## src/rtl/core/pira_pkg.sv

```systemverilog
`default_nettype none
// ----------------------------------------------------------------------------
// pira_pkg
// Shared types and constants of the positional insert/remove array.
// ----------------------------------------------------------------------------
package pira_pkg;

  // Default number of words in the store.
  localparam int unsigned PiraDepth = 8;

  // Fixed field widths.
  localparam int unsigned ActW  = 2;
  localparam int unsigned PosW  = 4;
  localparam int unsigned WordW = 32;

  // Action codes; the unused code behaves as a read.
  typedef enum logic [ActW-1:0] {
    ACT_READ   = 2'd0,
    ACT_INSERT = 2'd1,
    ACT_REMOVE = 2'd2,
    ACT_SPARE  = 2'd3
  } action_e;

  // Controller states.
  typedef enum logic [1:0] {
    ST_IDLE,
    ST_EXEC,
    ST_RESP
  } state_e;

  // Commands from the controller to the datapath.
  typedef struct packed {
    logic load;     // capture the command beat
    logic exec;     // apply the shift to the store
    logic respond;  // present the result beat
  } ctrl_cmd_t;

endpackage
`default_nettype wire

```

## src/rtl/core/pira_ctrl.sv

```systemverilog
`default_nettype none
// ----------------------------------------------------------------------------
// pira_ctrl
// Sequencer: accepts a command, triggers the store update, then emits one
// result beat.
// ----------------------------------------------------------------------------
module pira_ctrl (
  input  logic                clk_i,
  input  logic                rst_ni,
  input  logic                start_i,
  output logic                busy_o,
  output pira_pkg::ctrl_cmd_t cmd_o
);
  import pira_pkg::*;

  state_e state_q, state_d;

  // Next-state logic.
  always_comb begin
    state_d = state_q;
    case (state_q)
      ST_IDLE: begin
        if (start_i) state_d = ST_EXEC;
      end
      ST_EXEC: state_d = ST_RESP;
      ST_RESP: state_d = ST_IDLE;
      default: state_d = ST_IDLE;
    endcase
  end

  // State register.
  always_ff @(posedge clk_i or negedge rst_ni) begin
    if (!rst_ni) begin
      state_q <= ST_IDLE;
    end else begin
      state_q <= state_d;
    end
  end

  // Output decode.
  always_comb begin
    cmd_o  = '0;
    busy_o = 1'b1;
    case (state_q)
      ST_IDLE: begin
        busy_o     = 1'b0;
        cmd_o.load = start_i;
      end
      ST_EXEC: cmd_o.exec = 1'b1;
      ST_RESP: cmd_o.respond = 1'b1;
      default: busy_o = 1'b1;
    endcase
  end

endmodule
`default_nettype wire

```

## src/rtl/core/pira_datapath.sv

```systemverilog
`default_nettype none
// ----------------------------------------------------------------------------
// pira_datapath
// Word store with per-element shift lanes, command capture and result select.
// ----------------------------------------------------------------------------
module pira_datapath #(
  parameter int unsigned DEPTH = pira_pkg::PiraDepth
) (
  input  logic                             clk_i,
  input  logic                             rst_ni,
  input  pira_pkg::ctrl_cmd_t              cmd_i,
  input  logic [pira_pkg::ActW-1:0]        action_i,
  input  logic [pira_pkg::PosW-1:0]        position_i,
  input  logic signed [pira_pkg::WordW-1:0] new_value_i,
  output logic                             done_o,
  output logic                             status_o,
  output logic signed [pira_pkg::WordW-1:0] word_at_position_o
);
  import pira_pkg::*;

  localparam int unsigned IdxW = $clog2(DEPTH);

  logic [ActW-1:0]  action_q;
  logic [PosW-1:0]  pos_q;
  logic [WordW-1:0] value_q;
  logic [WordW-1:0] store_q [DEPTH];
  logic             pos_valid;
  logic             do_insert;
  logic             do_remove;

  // Capture the accepted command beat.
  always_ff @(posedge clk_i) begin
    if (cmd_i.load) begin
      action_q <= action_i;
      pos_q    <= position_i;
      value_q  <= new_value_i;
    end
  end

  assign pos_valid = (pos_q < PosW'(DEPTH));
  assign do_insert = cmd_i.exec && pos_valid && (action_q == ACT_INSERT);
  assign do_remove = cmd_i.exec && pos_valid && (action_q == ACT_REMOVE);

  // One lane per element; each lane takes its neighbor or the new word.
  for (genvar k = 0; k < DEPTH; k++) begin : g_lane
    logic [WordW-1:0] below;
    logic [WordW-1:0] above;

    if (k > 0) begin : g_below
      assign below = store_q[k-1];
    end else begin : g_no_below
      assign below = '0;
    end

    // The last element is cleared on a remove.
    if (k < DEPTH - 1) begin : g_above
      assign above = store_q[k+1];
    end else begin : g_no_above
      assign above = '0;
    end

    always_ff @(posedge clk_i or negedge rst_ni) begin
      if (!rst_ni) begin
        store_q[k] <= '0;
      end else if (do_insert) begin
        if (PosW'(k) == pos_q) begin
          store_q[k] <= value_q;
        end else if (PosW'(k) > pos_q) begin
          store_q[k] <= below;
        end
      end else if (do_remove) begin
        if (PosW'(k) >= pos_q) begin
          store_q[k] <= above;
        end
      end
    end
  end

  // Result beat: word now at the position, or invalid status with zero.
  assign done_o             = cmd_i.respond;
  assign status_o           = !pos_valid;
  assign word_at_position_o = pos_valid ? store_q[pos_q[IdxW-1:0]] : '0;

endmodule
`default_nettype wire

```

## src/rtl/core/positional_insert_remove_array.sv

```systemverilog
`default_nettype none
// ----------------------------------------------------------------------------
// positional_insert_remove_array
// Sequence: an accepted command passes through the update and result states;
// its result beat is on done_o for exactly one cycle; the receiver cannot
// stall it. A new command is taken only when busy is low, after the result
// beat; the shift of all elements happens at once in the update step.
// Reset: asynchronous active low; the store is cleared to zero at once.
// ----------------------------------------------------------------------------
module positional_insert_remove_array #(
  parameter int unsigned DEPTH = pira_pkg::PiraDepth
) (
  input  logic                              clk_i,
  input  logic                              rst_ni,
  input  logic                              start,
  output logic                              busy,
  input  logic [pira_pkg::ActW-1:0]         action_i,
  input  logic [pira_pkg::PosW-1:0]         position_i,
  input  logic signed [pira_pkg::WordW-1:0] new_value_i,
  output logic                              done_o,
  output logic                              status_o,
  output logic signed [pira_pkg::WordW-1:0] word_at_position_o
);
  import pira_pkg::*;

  ctrl_cmd_t cmd;

  // Sequencer.
  pira_ctrl u_ctrl (
    .clk_i   (clk_i),
    .rst_ni  (rst_ni),
    .start_i (start),
    .busy_o  (busy),
    .cmd_o   (cmd)
  );

  // Store and result path.
  pira_datapath #(
    .DEPTH (DEPTH)
  ) u_datapath (
    .clk_i              (clk_i),
    .rst_ni             (rst_ni),
    .cmd_i              (cmd),
    .action_i           (action_i),
    .position_i         (position_i),
    .new_value_i        (new_value_i),
    .done_o             (done_o),
    .status_o           (status_o),
    .word_at_position_o (word_at_position_o)
  );

endmodule
`default_nettype wire
```

## config.mk

```make
export PLATFORM = sky130hd
export DESIGN_NAME = positional_insert_remove_array
export DESIGN_NICKNAME = d
export VERILOG_FILES = /design/src/rtl/core/pira_pkg.sv /design/src/rtl/core/pira_ctrl.sv /design/src/rtl/core/pira_datapath.sv /design/src/rtl/core/positional_insert_remove_array.sv
export SDC_FILE = /design/constraint.sdc
export NUM_CORES = 1
export LEC_CHECK = 0
export BUFFER_PORTS_ARGS = -buffer_cell sky130_fd_sc_hd__buf_2
export CORE_MARGIN = 4
export CORE_UTILIZATION = 35
export DETAILED_ROUTE_END_ITERATION = 8
export HOLD_SLACK_MARGIN = 0.15
export PLACE_DENSITY = 0.51
export SYNTH_ARGS = -nofsm -noshare
export SYNTH_HDL_FRONTEND = slang
export SYNTH_SLANG_ARGS = --single-unit
```

## constraint.sdc

```tcl
create_clock -name clk_i -period 3.7 [get_ports clk_i]
set_input_delay 0.37 -clock clk_i [delete_from_list [all_inputs] [get_ports clk_i]]
set_output_delay 0.37 -clock clk_i [all_outputs]
set_load 0.1 [all_outputs]
```

==> results of run 1 <==
[power groups by stage]
stage	sequential (mW)	combinational (mW)	clock, mW
after global placement	4.38	2.03	0
after global routing	4.41	2.27	3.93
final	4.35	2.10	3.76
after detailed placement	4.38	2.07	0
after floorplan	4.14	1.54	0
after CTS	4.33	2.11	3.83
[metal layers]
layer	GRT usage [%]	vias up
li1	-	6939
met1	33.5	7942
met2	37.0	573
met3	4.11	163
met4	9.13	0
met5	0	-
[registers in the layout (all words and copies together) (netlist names)]
register,count
u_datapath.value_q,32
u_datapath.g_lane.below,32
u_datapath.g_lane.above,224
u_datapath.pos_q,4
u_ctrl.state_q,2
u_datapath.action_q,2
[cell usage in the layout, fill, tap and decap left out, types with 4 or more instances in the layout]
cell type	n
dfrtp_1	258
a211oi_1	193
o21ai_0	186
nor2b_1	186
o2bb2ai_1	160
nand2_1	142
nor2_1	72
buf_4	63
buf_12	50
mux2i_1	46
a22oi_1	43
buf_2	42
a21oi_1	40
dlygate4sd3_1	40
clkbuf_16	39
edfxtp_1	38
a31oi_1	33
o31ai_1	32
mux2_2	29
a22o_1	29
a221oi_1	21
o21ai_1	16
or2_2	12
clkbuf_1	12
a21o_1	11
a31o_2	11
nand2b_1	10
a2bb2oi_1	10
and2b_1	9
clkbuf_8	8
nand2_2	4
nor4b_4	4
and2_1	4
clkinv_1	4
[worst max-delay path by stage]
stage | startpoint | endpoint | slack, ns | cells after the start
floorplan | u_datapath.pos_q[3] | word_at_position_o[0] | 0.32 | 4
global placement | u_datapath.pos_q[2] | word_at_position_o[7] | 0.97 | 7
detailed placement | u_datapath.pos_q[2] | word_at_position_o[5] | 0.98 | 7
CTS | u_datapath.pos_q[2] | word_at_position_o[5] | 0.37 | 7
global route | u_datapath.pos_q[2] | word_at_position_o[31] | 0.31 | 7
finish | u_datapath.pos_q[2] | word_at_position_o[5] | 0.33 | 7
[cells in the mapped netlist, types with 3 or more instances]
cell type / n
dfrtp_1: 258
a211oi_1: 193
nor2b_1: 188
o21ai_0: 186
o2bb2ai_1: 160
nand2_1: 146
clkbuf_1: 133
nor2_1: 73
buf_2: 62
mux2i_1: 46
a22oi_1: 43
a21oi_1: 40
edfxtp_1: 38
a31oi_1: 33
o31ai_1: 33
a22o_1: 29
mux2_2: 29
a221oi_1: 21
o21ai_1: 16
or2_2: 12
a21o_1: 11
a31o_2: 11
buf_1: 11
nand2b_1: 11
a2bb2oi_1: 10
and2b_1: 9
buf_4: 8
buf_6: 5
and2_1: 4
and4bb_2: 3
clkbuf_2: 3
nand3b_1: 3
nor4b_4: 3
[kinds of logic (layout without fill, tap and decap cells)]
kind of cell / Yosys count / after routing / synth area share (%)
compound gates: 789 / 789 / 32.0
xor+xnor: 1 / 1 / 0.0931
buf+inv: 224 / 266 / 5.66
flops: 296 / 296 / 43.5
mux: 75 / 75 / 4.50
simple gates: 466 / 466 / 14.3
[worst max-delay path, stage by stage, from the launching register on]
cell and delay [ns]:
edfxtp_1 0.43, buf_12 0.21, nor2b_4 0.60, buf_4 0.26, a221oi_1 0.08, a31o_2 0.23, a21oi_1 0.36, buf_12 0.23
[per-stage QoR]
stage	setup slack (ns)	total power, mW	instance area (um2)
CTS	0.374	10.3	20700
floorplan	0.323	5.68	17500
finish	0.325	10.2	20700
global placement	0.974	6.41	19100
detailed placement	0.981	6.44	19100
global route	0.308	10.6	20700
[layout make-up]
| type | count | area, um2 | area share (%) |
|---|---|---|---|
| well taps | 664 | 831 | 4.01 |
| multi-input cells | 1331 | 8980 | 43.3 |
| clock inverters | 9 | 93.8 | 0.452 |
| flip-flops and latches | 296 | 7600 | 36.6 |
| repair buffers | 196 | 2100 | 10.1 |
| inverters | 2 | 7.51 | 0.0362 |
| clock buffers | 59 | 1130 | 5.45 |
==> impl_metrics.json, run 1 <==
{
  "status": "finished clean",
  "clock_sinks": 296,
  "cts_tree": "yes",
  "drv_cap": 0,
  "placed_cells_incl_taps": 2449,
  "holdCritPathClass": "in -> async",
  "routedWlPerCell_um": 25.5,
  "cp.arrival_ns": 3.00,
  "r2r_end": "u_datapath.g_lane[1].above[22]",
  "clock.fmax_ghz": 0.296,
  "swShare_pct": 32.0,
  "synth_nets": 1892,
  "cp_max_fo": 37,
  "core_mm2": 0.0492,
  "num-fill-cells": 4752,
  "synth_top_area_cell": "dfrtp_1",
  "ys_warn_count": 0,
  "critPathKind": "reg -> out",
  "initial_core_util_pct": 35.5,
  "worstMarginPinSlew_ns": 0.890,
  "area_growth_pct": 18.7,
  "drive_gt1_share_pct": 15.2,
  "wirelength_um": 65200,
  "required_ns": 3.33,
  "setup.worst_path.end_class": "output port",
  "ys_ff_latch": 296,
  "switchingPower_mw": 3.26,
  "ios": 76,
  "synth_edf_count": 38,
  "syn_avg_cell_area_um2": 9.44,
  "via_count": 15600,
  "hpwl_um": 37700,
  "relSlewSlack_pct": 40.6,
  "fin_nets": 1905,
  "p_leak_nw": 8.40,
  "grt_usage_pct": 23.9,
  "fin_crit_sh_pct": 91.2,
  "ant_nets": 0,
  "cts-htree-levels": 2,
  "die_height_um": 231,
  "hold_buffers": 40,
  "io_buffer_count": 75,
  "p_int_mw": 6.94,
  "drc": 0,
  "met3_length_um": 3950,
  "routed.top_layer": "met4",
  "cp-start-kind": "flip-flop",
  "reg2reg_slack_ns": 0.95,
  "async_flop_share_pct": 87.2,
  "grt_max_degree": 84,
  "path_clk_slew_ns": 0.06,
  "vias_per_cell": 6.11,
  "drt_iter0_markers": 1584,
  "grt-ovfl-total": 0,
  "peakVddDrop_v": 0.000274,
  "pwr-share-comb_pct": 20.6,
  "antennaDiodeCount": 0,
  "netlist_top_cells_area": "dfrtp_1, a211oi_1, o2bb2ai_1",
  "grt_pass1_vias": 15400,
  "hold_ws_ns": 0.400,
  "cts_buffer_depth": 3,
  "clk_latency_ns": 0.56,
  "die-area_mm2": 0.0536,
  "first_pass_iters": 5,
  "rsz0062_at_grt": "false",
  "cts_buffers": 37,
  "p_clk_share_pct": 36.8,
  "yosysTopAreaCellShare_pct": 36.9,
  "ys.flop_type": "dfrtp_1",
  "utilization_pct": 42.2,
  "cts_setup_buffers": 0,
  "antenna_found_initial": 0,
  "period_needed_ns": 3.37,
  "p_per_area_mw_per_mm2": 492,
  "setup_viol": 0,
  "cts_resized": 0,
  "r2r_start": "u_datapath.pos_q[2]",
  "tns_ns": 0,
  "synthDistinctLibCells": 50,
  "instances_no_fill": 2557,
  "pwr-share-seq_pct": 42.6,
  "grt_pass1_wl_um": 99200,
  "reg2reg_depth": 7,
  "core.rowCount": 81,
  "hold_violations": 0,
  "die_w_um": 231,
  "finalWeightedCongestion": 0.823,
  "syn_area_mm2": 0.0175,
  "seq_area_frac_synth_pct": 43.5,
  "met2_length_um": 29200,
  "wl_met1_um": 29400,
  "maxSlewViolCount": 0,
  "finClkSkew_ns": 0.0170,
  "syn_inst": 1851,
  "clockRootBuffer": "clkbuf_16"
}
(Power assumes the default switching activity.)
==> run 2, diff against run 1 <==
- clock period: 3.7 -> 3.4 ns (I/O delays scaled with it)
==> run 2 against run 1 <==
Net effect: total power rose by 8.1%; cell count barely moved; combinational power rose by 9%; hold slack got worse by 0.0020 ns; highest routed layer unchanged.
==> impl_metrics.json, run 2 (synthesis results as in run 1) <==
{
  "clk_latency_ns": 0.56,
  "setup_viol": 0,
  "r2r_start": "u_datapath.pos_q[1]",
  "crit_top_cell": "buf_4",
  "p_per_area_mw_per_mm2": 530,
  "grt_max_degree": 81,
  "cts_tree": "yes",
  "hpwl_um": 38000,
  "fin_nets": 1908,
  "status": "finished clean",
  "drc": 0,
  "worst-path-buf-inv": 3,
  "core_mm2": 0.0492,
  "relSlewSlack_pct": 41.4,
  "cp_max_fo": 29,
  "clockRootBuffer": "clkbuf_16",
  "antennaDiodeCount": 0,
  "via_count": 15700,
  "antenna_found_initial": 0,
  "critPathKind": "reg -> out",
  "slowest_delay_ns": 0.59,
  "routedWlPerCell_um": 25.3,
  "fin_crit_sh_pct": 97.5,
  "rsz0062_at_grt": "false",
  "cp_top_family": "buffers and inverters",
  "die-area_mm2": 0.0536,
  "die_height_um": 231,
  "r2r_end": "u_datapath.g_lane[1].below[8]",
  "required_ns": 3.06,
  "peakVddDrop_v": 0.000282,
  "finalWeightedCongestion": 0.824,
  "maxSlewViolCount": 0,
  "period_needed_ns": 3.31,
  "grt-ovfl-total": 0,
  "die_w_um": 231,
  "hold_violations": 0,
  "p_leak_nw": 8.43,
  "grt_pass1_wl_um": 99500,
  "drv_cap": 0,
  "grt_pass1_vias": 15400,
  "cts_buffer_depth": 3,
  "setup.worst_path.end_class": "output port",
  "tns_ns": 0,
  "ant_nets": 0,
  "cts_setup_buffers": 0,
  "drive_gt1_share_pct": 15.7,
  "cts_buffers": 37,
  "clock.fmax_ghz": 0.302,
  "path_clk_slew_ns": 0.06,
  "grt_usage_pct": 23.9,
  "holdCritPathClass": "in -> async",
  "area_growth_pct": 19.2,
  "vias_per_cell": 6.12,
  "largest_reg_flops": 224,
  "io_buffer_count": 75,
  "crit_chain": "buf_4 > buf_4 > or2_2 > a31o_2 > a21oi_1 > buf_12",
  "wirelength_um": 64800,
  "mostFrequentLayoutCell": "dfrtp_1",
  "finalPower_mw": 11.0,
  "clock_sinks": 296,
  "reg2reg_slack_ns": 0.81,
  "cp.arrival_ns": 2.97,
  "cp-start-kind": "flip-flop",
  "crit_start": "u_datapath.pos_q[0]",
  "num-fill-cells": 4759,
  "reg2reg_depth": 7,
  "ios": 76,
  "final_cell_mix": "dfrtp_1, a211oi_1, o21ai_0, nor2b_1, o2bb2ai_1",
  "critPathSlowestCell": "edfxtp_1",
  "initial_core_util_pct": 35.5,
  "core.rowCount": 81,
  "cts-htree-levels": 2,
  "worstMarginPinSlew_ns": 0.872,
  "finClkSkew_ns": 0.0264,
  "drt_iter0_markers": 1610,
  "first_pass_iters": 7
}
==> run 2: per-stage QoR <==
step	utilization (%)	setup slack, ns	area, um2	hold slack, ns	instances
6_report	42.4	0.0852	20800	0.398	2559
5_1_grt	42.4	0.0481	20800	0.481	2559
4_1_cts	42.3	0.0352	20800	0.416	2559
3_5_place_dp	39.1	0.620	19200	0.416	2452
3_3_place_gp	39.1	0.655	19200	0.422	2452
2_1_floorplan	-	0.0528	17500	0.0444	1851
==> run 2: final cells by class <==
class / count / area (um2) / area share (%)
Timing Repair Buffer: 199 / 2200 / 10.6
Clock inverter: 16 / 165 / 0.793
Tap cell: 664 / 831 / 3.99
Clock buffer: 51 / 1040 / 4.99
Sequential cell: 296 / 7600 / 36.5
Multi-Input combinational cell: 1331 / 8980 / 43.1
Inverter: 2 / 7.51 / 0.0361
==> run 2: report_power, final <==
| group | leakage (nW) | internal [mW] | switching [mW] |
|---|---|---|---|
| combinational | 3.93 | 1.01 | 1.28 |
| sequential | 3.91 | 4.12 | 0.610 |
| clock | 0.591 | 2.37 | 1.64 |
| total | 8.43 | 7.51 | 3.53 |
==> run 2: worst max path at each step <==
stage                     depth (start not counted)  slack (ns)                             to
after CTS                                         7        0.04         word_at_position_o[13]
final                                             6        0.09         word_at_position_o[21]
after global placement                            7        0.66         word_at_position_o[28]
after floorplan                                   4        0.05          word_at_position_o[0]
after global routing                              6        0.05         word_at_position_o[21]
after detailed placement                          7        0.62  u_datapath.g_lane[1].below[8]
==> run 2: metal layers <==
metal	GRT usage, %	wire length (um)
met4	8.19	2000
met1	33.8	29000
met3	3.66	4050
met5	0	0
met2	37.5	29700
==> run 2: repair_timing <==
item | in CTS | in global routing
resized for setup | 0 | 2
hold buffers | 40 | 0
setup endpoints to repair | 0 | 3
hold endpoints to repair | 116 | 0
